**config.mk**
```make
export PLATFORM = sky130hd
export DESIGN_NAME = sorted_order_reposition_top
export DESIGN_NICKNAME = d
export VERILOG_FILES = /design/src/hw/rtl/sor_pkg.sv /design/src/hw/rtl/sorted_order_reposition_top.sv
export SDC_FILE = /design/constraint.sdc
export NUM_CORES = 1
export LEC_CHECK = 0
export BUFFER_PORTS_ARGS = -buffer_cell sky130_fd_sc_hd__buf_2
export CAP_MARGIN = 40
export CORE_UTILIZATION = 55
export DETAILED_ROUTE_END_ITERATION = 6
export PLACE_DENSITY = 0.7
export SLEW_MARGIN = 10
export SYNTH_ARGS = -nofsm -noshare
export SYNTH_HDL_FRONTEND = slang
export SYNTH_SLANG_ARGS = --single-unit
```
**constraint.sdc**
```tcl
create_clock -name clk -period 7.88 [get_ports clk]
set_input_delay 1.182 -clock clk [delete_from_list [all_inputs] [get_ports clk]]
set_output_delay 1.182 -clock clk [all_outputs]
set_load 0.02 [all_outputs]
```
**src/hw/rtl/sor_pkg.sv**
```systemverilog
package sor_pkg;

    // Table geometry
    localparam int ENTRIES = 16;
    localparam int IDX_W   = $clog2(ENTRIES);
    localparam int CNT_W   = IDX_W + 1;
    localparam int VAL_W   = 32;

    // Direction codes
    localparam logic CMD_UP   = 1'b0;
    localparam logic CMD_DOWN = 1'b1;

    // Request item
    typedef struct packed {
        logic                    command;
        logic [IDX_W-1:0]        start_position;
        logic signed [VAL_W-1:0] new_value;
    } sor_req_t;

    // Result item
    typedef struct packed {
        logic [IDX_W-1:0] final_position;
        logic [IDX_W-1:0] element_index;
    } sor_res_t;

endpackage

```
**src/hw/rtl/sorted_order_reposition_top.sv**
```systemverilog
// Channel   Handshake                 Payload
// request   start in / busy out       request (sor_req_t)
// result    done strobe out           result  (sor_res_t)
// config    cfg_valid / cfg_ready     cfg_data, active_count (5 bits)
//
// An item is taken when start is high and busy low; busy then rises.
// One neighbour compare (and swap) per cycle: an item moves one rank per swap until
// a compare finds no swap or the end of the active ranks is reached, and its result
// is strobed on done in the cycle after that terminating compare.
// A new item may be taken in the cycle that done is strobed.
// Reset restores zero values, identity order and active_count = ENTRIES.
// done lasts one cycle; the receiver cannot stall it.
module sorted_order_reposition_top
    import sor_pkg::*;
(
    input  logic             clk,
    input  logic             rst_n,
    input  logic             start,
    output logic             busy,
    input  sor_req_t         request,
    output logic             done,
    output sor_res_t         result,
    input  logic             cfg_valid,
    output logic             cfg_ready,
    input  logic [CNT_W-1:0] cfg_data
);

    typedef enum logic {
        IDLE,
        MOVE
    } state_t;

    state_t                  state_reg,  state_next;
    logic signed [VAL_W-1:0] vs_reg     [ENTRIES];
    logic signed [VAL_W-1:0] vs_next    [ENTRIES];
    logic [IDX_W-1:0]        r2e_reg    [ENTRIES];
    logic [IDX_W-1:0]        r2e_next   [ENTRIES];
    logic [IDX_W-1:0]        e2r_reg    [ENTRIES];
    logic [IDX_W-1:0]        e2r_next   [ENTRIES];
    logic [CNT_W-1:0]        count_reg,  count_next;
    logic [CNT_W-1:0]        n_reg,      n_next;
    logic                    cmd_reg,    cmd_next;
    logic [IDX_W-1:0]        pos_reg,    pos_next;
    logic [IDX_W-1:0]        elem_reg,   elem_next;
    logic signed [VAL_W-1:0] val_reg,    val_next;
    logic                    done_reg,   done_next;
    sor_res_t                result_reg, result_next;

    logic [IDX_W-1:0]        nb_rank;
    logic [IDX_W-1:0]        nb_elem;
    logic signed [VAL_W-1:0] nb_val;
    logic                    at_limit;
    logic                    do_swap;
    logic [IDX_W-1:0]        start_elem;

    assign busy      = (state_reg != IDLE);
    assign cfg_ready = ~busy;
    assign done      = done_reg;
    assign result    = result_reg;

    // Neighbour lookup and the shared compare
    always_comb
    begin
        nb_rank  = (cmd_reg == CMD_DOWN) ? pos_reg - IDX_W'(1) : pos_reg + IDX_W'(1);
        nb_elem  = r2e_reg[nb_rank];
        nb_val   = vs_reg[nb_elem];
        at_limit = (cmd_reg == CMD_DOWN) ? (pos_reg == '0)
                                         : ({1'b0, pos_reg} + CNT_W'(1) >= n_reg);
        do_swap  = ~at_limit && ((cmd_reg == CMD_DOWN) ? (nb_val > val_reg)
                                                       : (val_reg > nb_val));
        start_elem = r2e_reg[request.start_position];
    end

    // Sequencer next state
    always_comb
    begin
        state_next  = state_reg;
        vs_next     = vs_reg;
        r2e_next    = r2e_reg;
        e2r_next    = e2r_reg;
        count_next  = count_reg;
        n_next      = n_reg;
        cmd_next    = cmd_reg;
        pos_next    = pos_reg;
        elem_next   = elem_reg;
        val_next    = val_reg;
        done_next   = 1'b0;
        result_next = result_reg;

        if (cfg_valid && cfg_ready)
        begin
            count_next = cfg_data;
        end

        unique case (state_reg)
            IDLE:
            begin
                if (start)
                begin
                    // write the new value and clamp the count
                    cmd_next             = request.command;
                    pos_next             = request.start_position;
                    val_next             = request.new_value;
                    elem_next            = start_elem;
                    vs_next[start_elem]  = request.new_value;
                    if (count_reg > CNT_W'(ENTRIES))
                        n_next = CNT_W'(ENTRIES);
                    else if (count_reg == '0)
                        n_next = CNT_W'(1);
                    else
                        n_next = count_reg;
                    state_next = MOVE;
                end
            end
            MOVE:
            begin
                if (do_swap)
                begin
                    r2e_next[pos_reg]  = nb_elem;
                    r2e_next[nb_rank]  = elem_reg;
                    e2r_next[elem_reg] = nb_rank;
                    e2r_next[nb_elem]  = pos_reg;
                    pos_next           = nb_rank;
                end
                else
                begin
                    done_next                  = 1'b1;
                    result_next.final_position = pos_reg;
                    result_next.element_index  = elem_reg;
                    state_next                 = IDLE;
                end
            end
            default:
            begin
                state_next = IDLE;
            end
        endcase
    end

    // State, table and registered outputs
    always_ff @(posedge clk or negedge rst_n)
    begin
        if (!rst_n)
        begin
            state_reg  <= IDLE;
            for (int i = 0; i < ENTRIES; i++)
            begin
                vs_reg[i]  <= '0;
                r2e_reg[i] <= IDX_W'(i);
                e2r_reg[i] <= IDX_W'(i);
            end
            count_reg  <= CNT_W'(ENTRIES);
            n_reg      <= CNT_W'(ENTRIES);
            cmd_reg    <= CMD_UP;
            pos_reg    <= '0;
            elem_reg   <= '0;
            val_reg    <= '0;
            done_reg   <= 1'b0;
            result_reg <= '0;
        end
        else
        begin
            state_reg  <= state_next;
            vs_reg     <= vs_next;
            r2e_reg    <= r2e_next;
            e2r_reg    <= e2r_next;
            count_reg  <= count_next;
            n_reg      <= n_next;
            cmd_reg    <= cmd_next;
            pos_reg    <= pos_next;
            elem_reg   <= elem_next;
            val_reg    <= val_next;
            done_reg   <= done_next;
            result_reg <= result_next;
        end
    end

    // Checks
    a_done_idle: assert property (@(posedge clk) disable iff (!rst_n)
        done |-> !busy)
        else $error("result strobed while busy");

    a_accept_busy: assert property (@(posedge clk) disable iff (!rst_n)
        (start && !busy) |=> busy)
        else $error("item taken but sequencer not started");

    a_map_fwd: assert property (@(posedge clk) disable iff (!rst_n)
        done |-> (r2e_reg[result.final_position] == result.element_index))
        else $error("rank map disagrees with result");

    a_map_inv: assert property (@(posedge clk) disable iff (!rst_n)
        done |-> (e2r_reg[result.element_index] == result.final_position))
        else $error("inverse map disagrees with result");

    a_up_bound: assert property (@(posedge clk) disable iff (!rst_n)
        (state_reg == MOVE && cmd_reg == CMD_UP && pos_reg != request.start_position
         && $past(state_reg) == MOVE) |-> ({1'b0, pos_reg} < n_reg))
        else $error("upward move passed the active count");

endmodule

```
; ---- Yosys cells after proc, flatten, opt, wreduce, memory -nomap -nowiden
; Cells that the tools add are included.
[classes]
n_addsub = 3
n_reduce_logical = 11
eq_ne = 2
muxes = 31
magnitude_cmp = 12
bitwise = 8
[op_table]
columns = op, count
row1 = $bwmux 512, 1
row2 = $bmux 32 s4, 1
row3 = $bwmux 64, 2
row4 = $demux 32 s4, 1
row5 = $mux 32, 3
row6 = $gt 32x32->1, 2
row7 = $mux 4, 9
row8 = $bmux 4 s4, 2
row9 = $demux 4 s4, 2
row10 = $ge 5x5->1 const B, 5
row11 = $not 4->5, 5
row12 = $lt 5x1->1 const B, 3
row13 = $mux 5, 2
row14 = $pmux 4 s2, 1
row15 = $reduce_and 2->1, 4
row16 = $mux 1, 6
row17 = $add 4x1->5 const B, 1
row18 = $ge 5x5->1, 1
row19 = $gt 5x5->1 const B, 1
row20 = $logic_and 1x1->1, 5
row21 = $logic_not 5->1, 1
row22 = $add 4x1->4 const B, 1
row23 = $logic_not 4->1, 1
row24 = $sub 4x1->4 const B, 1
row25 = other kinds (4), 6
[word_totals]
word_cells = 109
register_bits = 637

; ---- Depth between registers and ports, before layout
[depth]
word_depth = 15
ltp_mapped = 22
mapped_depth_nobuf = 18

; ---- Worst setup path after synthesis
; OpenSTA, ideal clock, no wires.
[synth_timing]
path_type = reg2reg
start = register pos_reg[0]
end = register r2e_reg[53] (netlist name)
n_path_buf = 6
t_arrival_ps = 5856
path_stages_with_launch = 23
setup_ps = 75
setup_slack_ps = 1949
period_less_slack_ps = 5931
required_ps = 7805
cell_sequence = dfrtp_1 fa_1 buf_2 buf_2 mux4_2 mux2_2 nand2_1 o21a_1 buf_2 buf_4 clkbuf_1 a211oi_1 nor4_1 ha_1 nand4_1 nor2_1 a221o_1 o31a_1 nor2_1 mux2i_1 clkbuf_1 a21boi_0 a2bb2oi_1
[synth_between]
elab_chain_cells = 14
word_cells_on_any_way = 34
classes_between = 3 x add/sub / 7 x order compare / 15 x mux / 4 x bitwise / 5 x reduce/logical
[synth_rtl]
columns = item, line
row1 = from (decl), sorted_order_reposition_top.sv:43  ; logic [IDX_W-1:0] pos_reg, pos_next;
row2 = from (signal assigned), sorted_order_reposition_top.sv:170  ; pos_reg <= pos_next;
row3 = $add 4x1->4 / $sub 4x1->4 (equally long branches), sorted_order_reposition_top.sv:64  ; nb_rank = (cmd_reg == CMD_DOWN) ? pos_reg - IDX_W'(1) : pos_reg + IDX_W'(1);
row4 = $mux 4, sorted_order_reposition_top.sv:64
row5 = $not 4->5 (implied by the code), "sorted_order_reposition_top.sv:65, sorted_order_reposition_top.sv:120"
row6 = $bmux 4 s4, sorted_order_reposition_top.sv:65  ; nb_elem = r2e_reg[nb_rank];
row7 = $mux 4 (implied by the code) (2 in series), sorted_order_reposition_top.sv:65
row8 = $not 4->5, --
row9 = $bmux 32 s4, sorted_order_reposition_top.sv:66  ; nb_val = vs_reg[nb_elem];
row10 = $mux 32 (implied by the code) (2 in series), sorted_order_reposition_top.sv:66
row11 = "$gt 32x32->1, on equally long branches", "sorted_order_reposition_top.sv:70, sorted_order_reposition_top.sv:69"
row12 = $mux 1, sorted_order_reposition_top.sv:69  ; do_swap = ~at_limit && ((cmd_reg == CMD_DOWN) ? (nb_val > val_reg)
row13 = $logic_and 1x1->1, sorted_order_reposition_top.sv:69
row14 = $reduce_and 2->1 (no source line), --
row15 = "to (signal, indexed assignment)", sorted_order_reposition_top.sv:149  ; r2e_reg[i] <= IDX_W'(i);
row16 = to (signal assigned), sorted_order_reposition_top.sv:165  ; r2e_reg <= r2e_next;
row17 = to (decl), sorted_order_reposition_top.sv:36  ; logic [IDX_W-1:0] r2e_reg [ENTRIES];
; Several ways; a longest one is shown, not always the timed one. The select of a mux whose other input is x is not followed.
; A chain may end at the register's enable or synchronous reset.

; ---- Worst setup path in the final report
[layout_timing]
start = register cmd_reg
end = register r2e_reg[23] (netlist name)
[layout_between]
elab_chain_cells = 13
word_cells_on_any_way = 23
classes_between = 4 x order compare / 13 x mux / 3 x bitwise / 3 x reduce/logical
[layout_rtl]
columns = item, line
row1 = from (decl), sorted_order_reposition_top.sv:42  ; logic cmd_reg, cmd_next;
row2 = from (signal assigned), sorted_order_reposition_top.sv:169  ; cmd_reg <= cmd_next;
row3 = $mux 4, sorted_order_reposition_top.sv:64
row4 = $not 4->5 (implied by the code), "sorted_order_reposition_top.sv:65, sorted_order_reposition_top.sv:120"
row5 = $bmux 4 s4, sorted_order_reposition_top.sv:65
row6 = $mux 4 (implied by the code) (2 in series), sorted_order_reposition_top.sv:65
row7 = $not 4->5, --
row8 = $bmux 32 s4, sorted_order_reposition_top.sv:66
row9 = $mux 32 (implied by the code) (2 in series), sorted_order_reposition_top.sv:66
row10 = "$gt 32x32->1, on equally long branches", "sorted_order_reposition_top.sv:70, sorted_order_reposition_top.sv:69"
row11 = $mux 1, sorted_order_reposition_top.sv:69
row12 = $logic_and 1x1->1, sorted_order_reposition_top.sv:69
row13 = $reduce_and 2->1 (no source line), --
; Several ways; a longest one is shown, not always the timed one. The select of a mux whose other input is x is not followed.

==> implementation parameters <==
Parameter                              Value

Die
  Overall die height ... 241.4 um
  Floorplan die area ... 58270 um2
  Initial Utilization ... 0.5579
  Die span in x ... 241.4 um
  Io pins ... 57
  Core region area ... 56500 um2
  Row count ... 87

Yosys
  Synth unique cells ... 56
  Post-synthesis register bit count ... 637
  Yosys Warn Count ... 0
  Post-Synthesis Cells ... 2473
  Syn_area_per_cell ... 12.75 um2
  Share of the yosys chip area belonging to registers ... 0.5070
  Number of enable flip-flop cells after synthesis ... 0
  Synthesized net count ... 2567
  Primary FF master, synth ... dfrtp_1
  Ys async rst share ... 1.000
  Netlist area before placement ... 31520 um2

Critical path
  Highest fanout seen on the critical path ... 91
  WP data required ... 8390 ps
  Delay of the slowest cell on the worst path ... 570 ps
  Worst Setup End Kind ... register
  Crit path max-delay cell type ... fa_1
  Data arrival time of the worst path ... 7550 ps
  Cell family with the largest share of critical-path delay ... compound AO/OA/AOI/OAI gates
  CP Buf/Inv Count ... 3
  Category of the worst setup path launch point ... register
  Worst path cell trace ... fa_1, buf_4, mux4_2, mux2i_1, mux2i_4, buf_12, mux2_2, nor2_1, a211oi_1, nor4_1, ha_1, a21oi_1, o21ai_0, a221oi_1, o21ai_0, nor2_1, mux2i_4, buf_12, a21boi_0, a2bb2oi_1
  Critical setup path kind ... register to register

Detailed routing
  # DRC ... 0
  Vias post-DR ... 20420
  WL/cell ... 24.31 um
  Number of antenna-violating nets in the routed design ... 0
  WL final ... 79.29 mm
  Vias per std cell ... 6.261
  Iter 0 DRT Violations ... 1656
  DRT Pass-1 Iters ... 5

Job
  Max cap viols ... 0

Timing
  Accumulated negative setup slack ... 0 ps
  RSZ-0062 raised after global routing ... no
  Slew @ Worst Pin ... 921.4 ps
  Peak Freq ... 142.1 MHz
  Clock Skews ... 14.94 ps
  Worst path setup slack after routing ... 842.2 ps
  Final setup violation count ... 0
  Final critical delay including setup and external delays ... 7038 ps
  Portion of the clock cycle consumed by the worst path in the final layout ... 0.8931
  Final Hold Fails ... 0
  Slew Viols, Final ... 0
  Remaining max-slew budget at the tightest pin ... 0.3857

Cells and area
  Layout area overhead ... 11.01%
  Top library cells by usage in the layout, fill and taps aside ... mux2_2, dfrtp_1, nand2_1
  Area of all placed cells without fillers ... 34990 um2
  Number of flip-flops in the largest register ... 512
  Fraction of final layout cells with drive strength greater than 1 ... 0.3806
  Total of fill cells in the finished design ... 4284
  Final Net Count ... 2547

Clock network
  Worst skew pair latency ... 600 ps
  Sink count of the clock tree ... 637
  Clock slew at the register clock pins of the worst setup and hold paths ... 60 ps
  Clock Root Buffer ... clkbuf_16
  Number of setup buffers added after CTS ... 0
  CTS Buffer Depth ... 3
  H-tree lvl count ... 3
  Cells resized by post-CTS repair ... 0
  Number of clock buffers inserted by TritonCTS ... 69
  CTS tree ... built
  Number of hold buffers added after cts ... 0

Worst hold path
  Class of the most critical hold timing path ... register to register

Place
  Instance area after placement ... 32630 um2
  Placer congestion estimate ... 0.8964
  Pre-CTS setup slack ... 890.8 ps
  Buffers on Ports ... 56
  Post-DP HPWL ... 45.45 mm

GRT
  First-pass GRT wire length ... 124.8 mm
  Number of antenna violations at the first check in global routing ... 4
  Largest net degree at the start of global routing ... 163
  Total global routing overflow ... 0
  Number of global-route vias before repair ... 21200
  Overall track demand over capacity in global routing ... 0.2805

Outcome
  Run status ... complete, no violations
[worst reg2reg max path: cells and delay by family (launching register included)]
kind                     cells  cell delay (ps)
AND/OR/NAND/NOR              3              930
multiplexers                 5             1870
adder cells (fa/ha/maj)      2              910
buffers and inverters        3              900
flip-flops                   1              490
AO/OA/AOI/OAI                7             1850
[metal layers]
| metal | vias up | GRT usage | share of wire |
|---|---|---|---|
| li1 | 9026 | - | - |
| met1 | 10590 | 0.3889 | 0.44 |
| met2 | 648 | 0.4515 | 0.48 |
| met3 | 145 | 0.04490 | 0.058 |
| met4 | 4 | 0.09206 | 0.023 |
| met5 | - | 0 | 0.00028 |
[logic make-up after synthesis]
group           after synthesis  synth area share
xor+xnor                      7          0.001945
buf+inv                     220           0.03175
fa+ha+maj                    48           0.01929
simple gates                411           0.05736
compound gates              321           0.07554
mux                         829            0.3071
flops                       637            0.5070
[worst paths after layout]
| check | startpoint | endpoint | slack, ps | cells past startpoint |
|---|---|---|---|---|
| min reg2reg | vs_reg[137] | vs_reg[137] | 480 | 1 |
| max reg2reg | cmd_reg | r2e_reg[23] | 840 | 20 |
| max | cmd_reg | r2e_reg[23] | 840 | 20 |
| max in group asynchronous | rst_n | vs_reg[12] | 5740 | 2 |
| min in group asynchronous | rst_n | vs_reg[329] | 610 | 1 |
| min | vs_reg[137] | vs_reg[137] | 480 | 1 |
[synthesized netlist by cell type (all sizes together) (33+ instances only)]
master	number	share of area
mux4	36	0.026
nor4	33	0.0065
a211oi	131	0.031
nor2	152	0.018
nand2	152	0.018
a2bb2oi	56	0.016
dfrtp	603	0.48
ha	47	0.019
dfstp	34	0.028
buf	106	0.018
mux2	654	0.24
mux2i	139	0.044
clkbuf	99	0.012
o22ai	56	0.011
[final cells by class]
class                           count  area (um2)  area share
Sequential cell                   637       15980      0.4568
Clock buffer                      104        2061     0.05889
Antenna cell                        1       2.502  0.00007152
Timing Repair Buffer              114       982.2     0.02807
Clock inverter                     18       294.0    0.008403
Inverter                           15       56.30    0.001609
Multi-Input combinational cell   1616       14670      0.4192
Tap cell                          756       945.9     0.02703
[per-stage QoR]
step	instances	hold slack (ps)	utilization
4_1_cts	3260	485.7	0.6193
5_1_grt	3261	506.1	0.6194
6_report	3261	483.0	0.6194
2_1_floorplan	2473	452.2	-
3_5_place_dp	3138	470.5	0.5776
3_3_place_gp	3130	462.6	0.5747
Power is not shown: default switching activity piles up to over one toggle a cycle in this logic, so the estimate is an artifact.
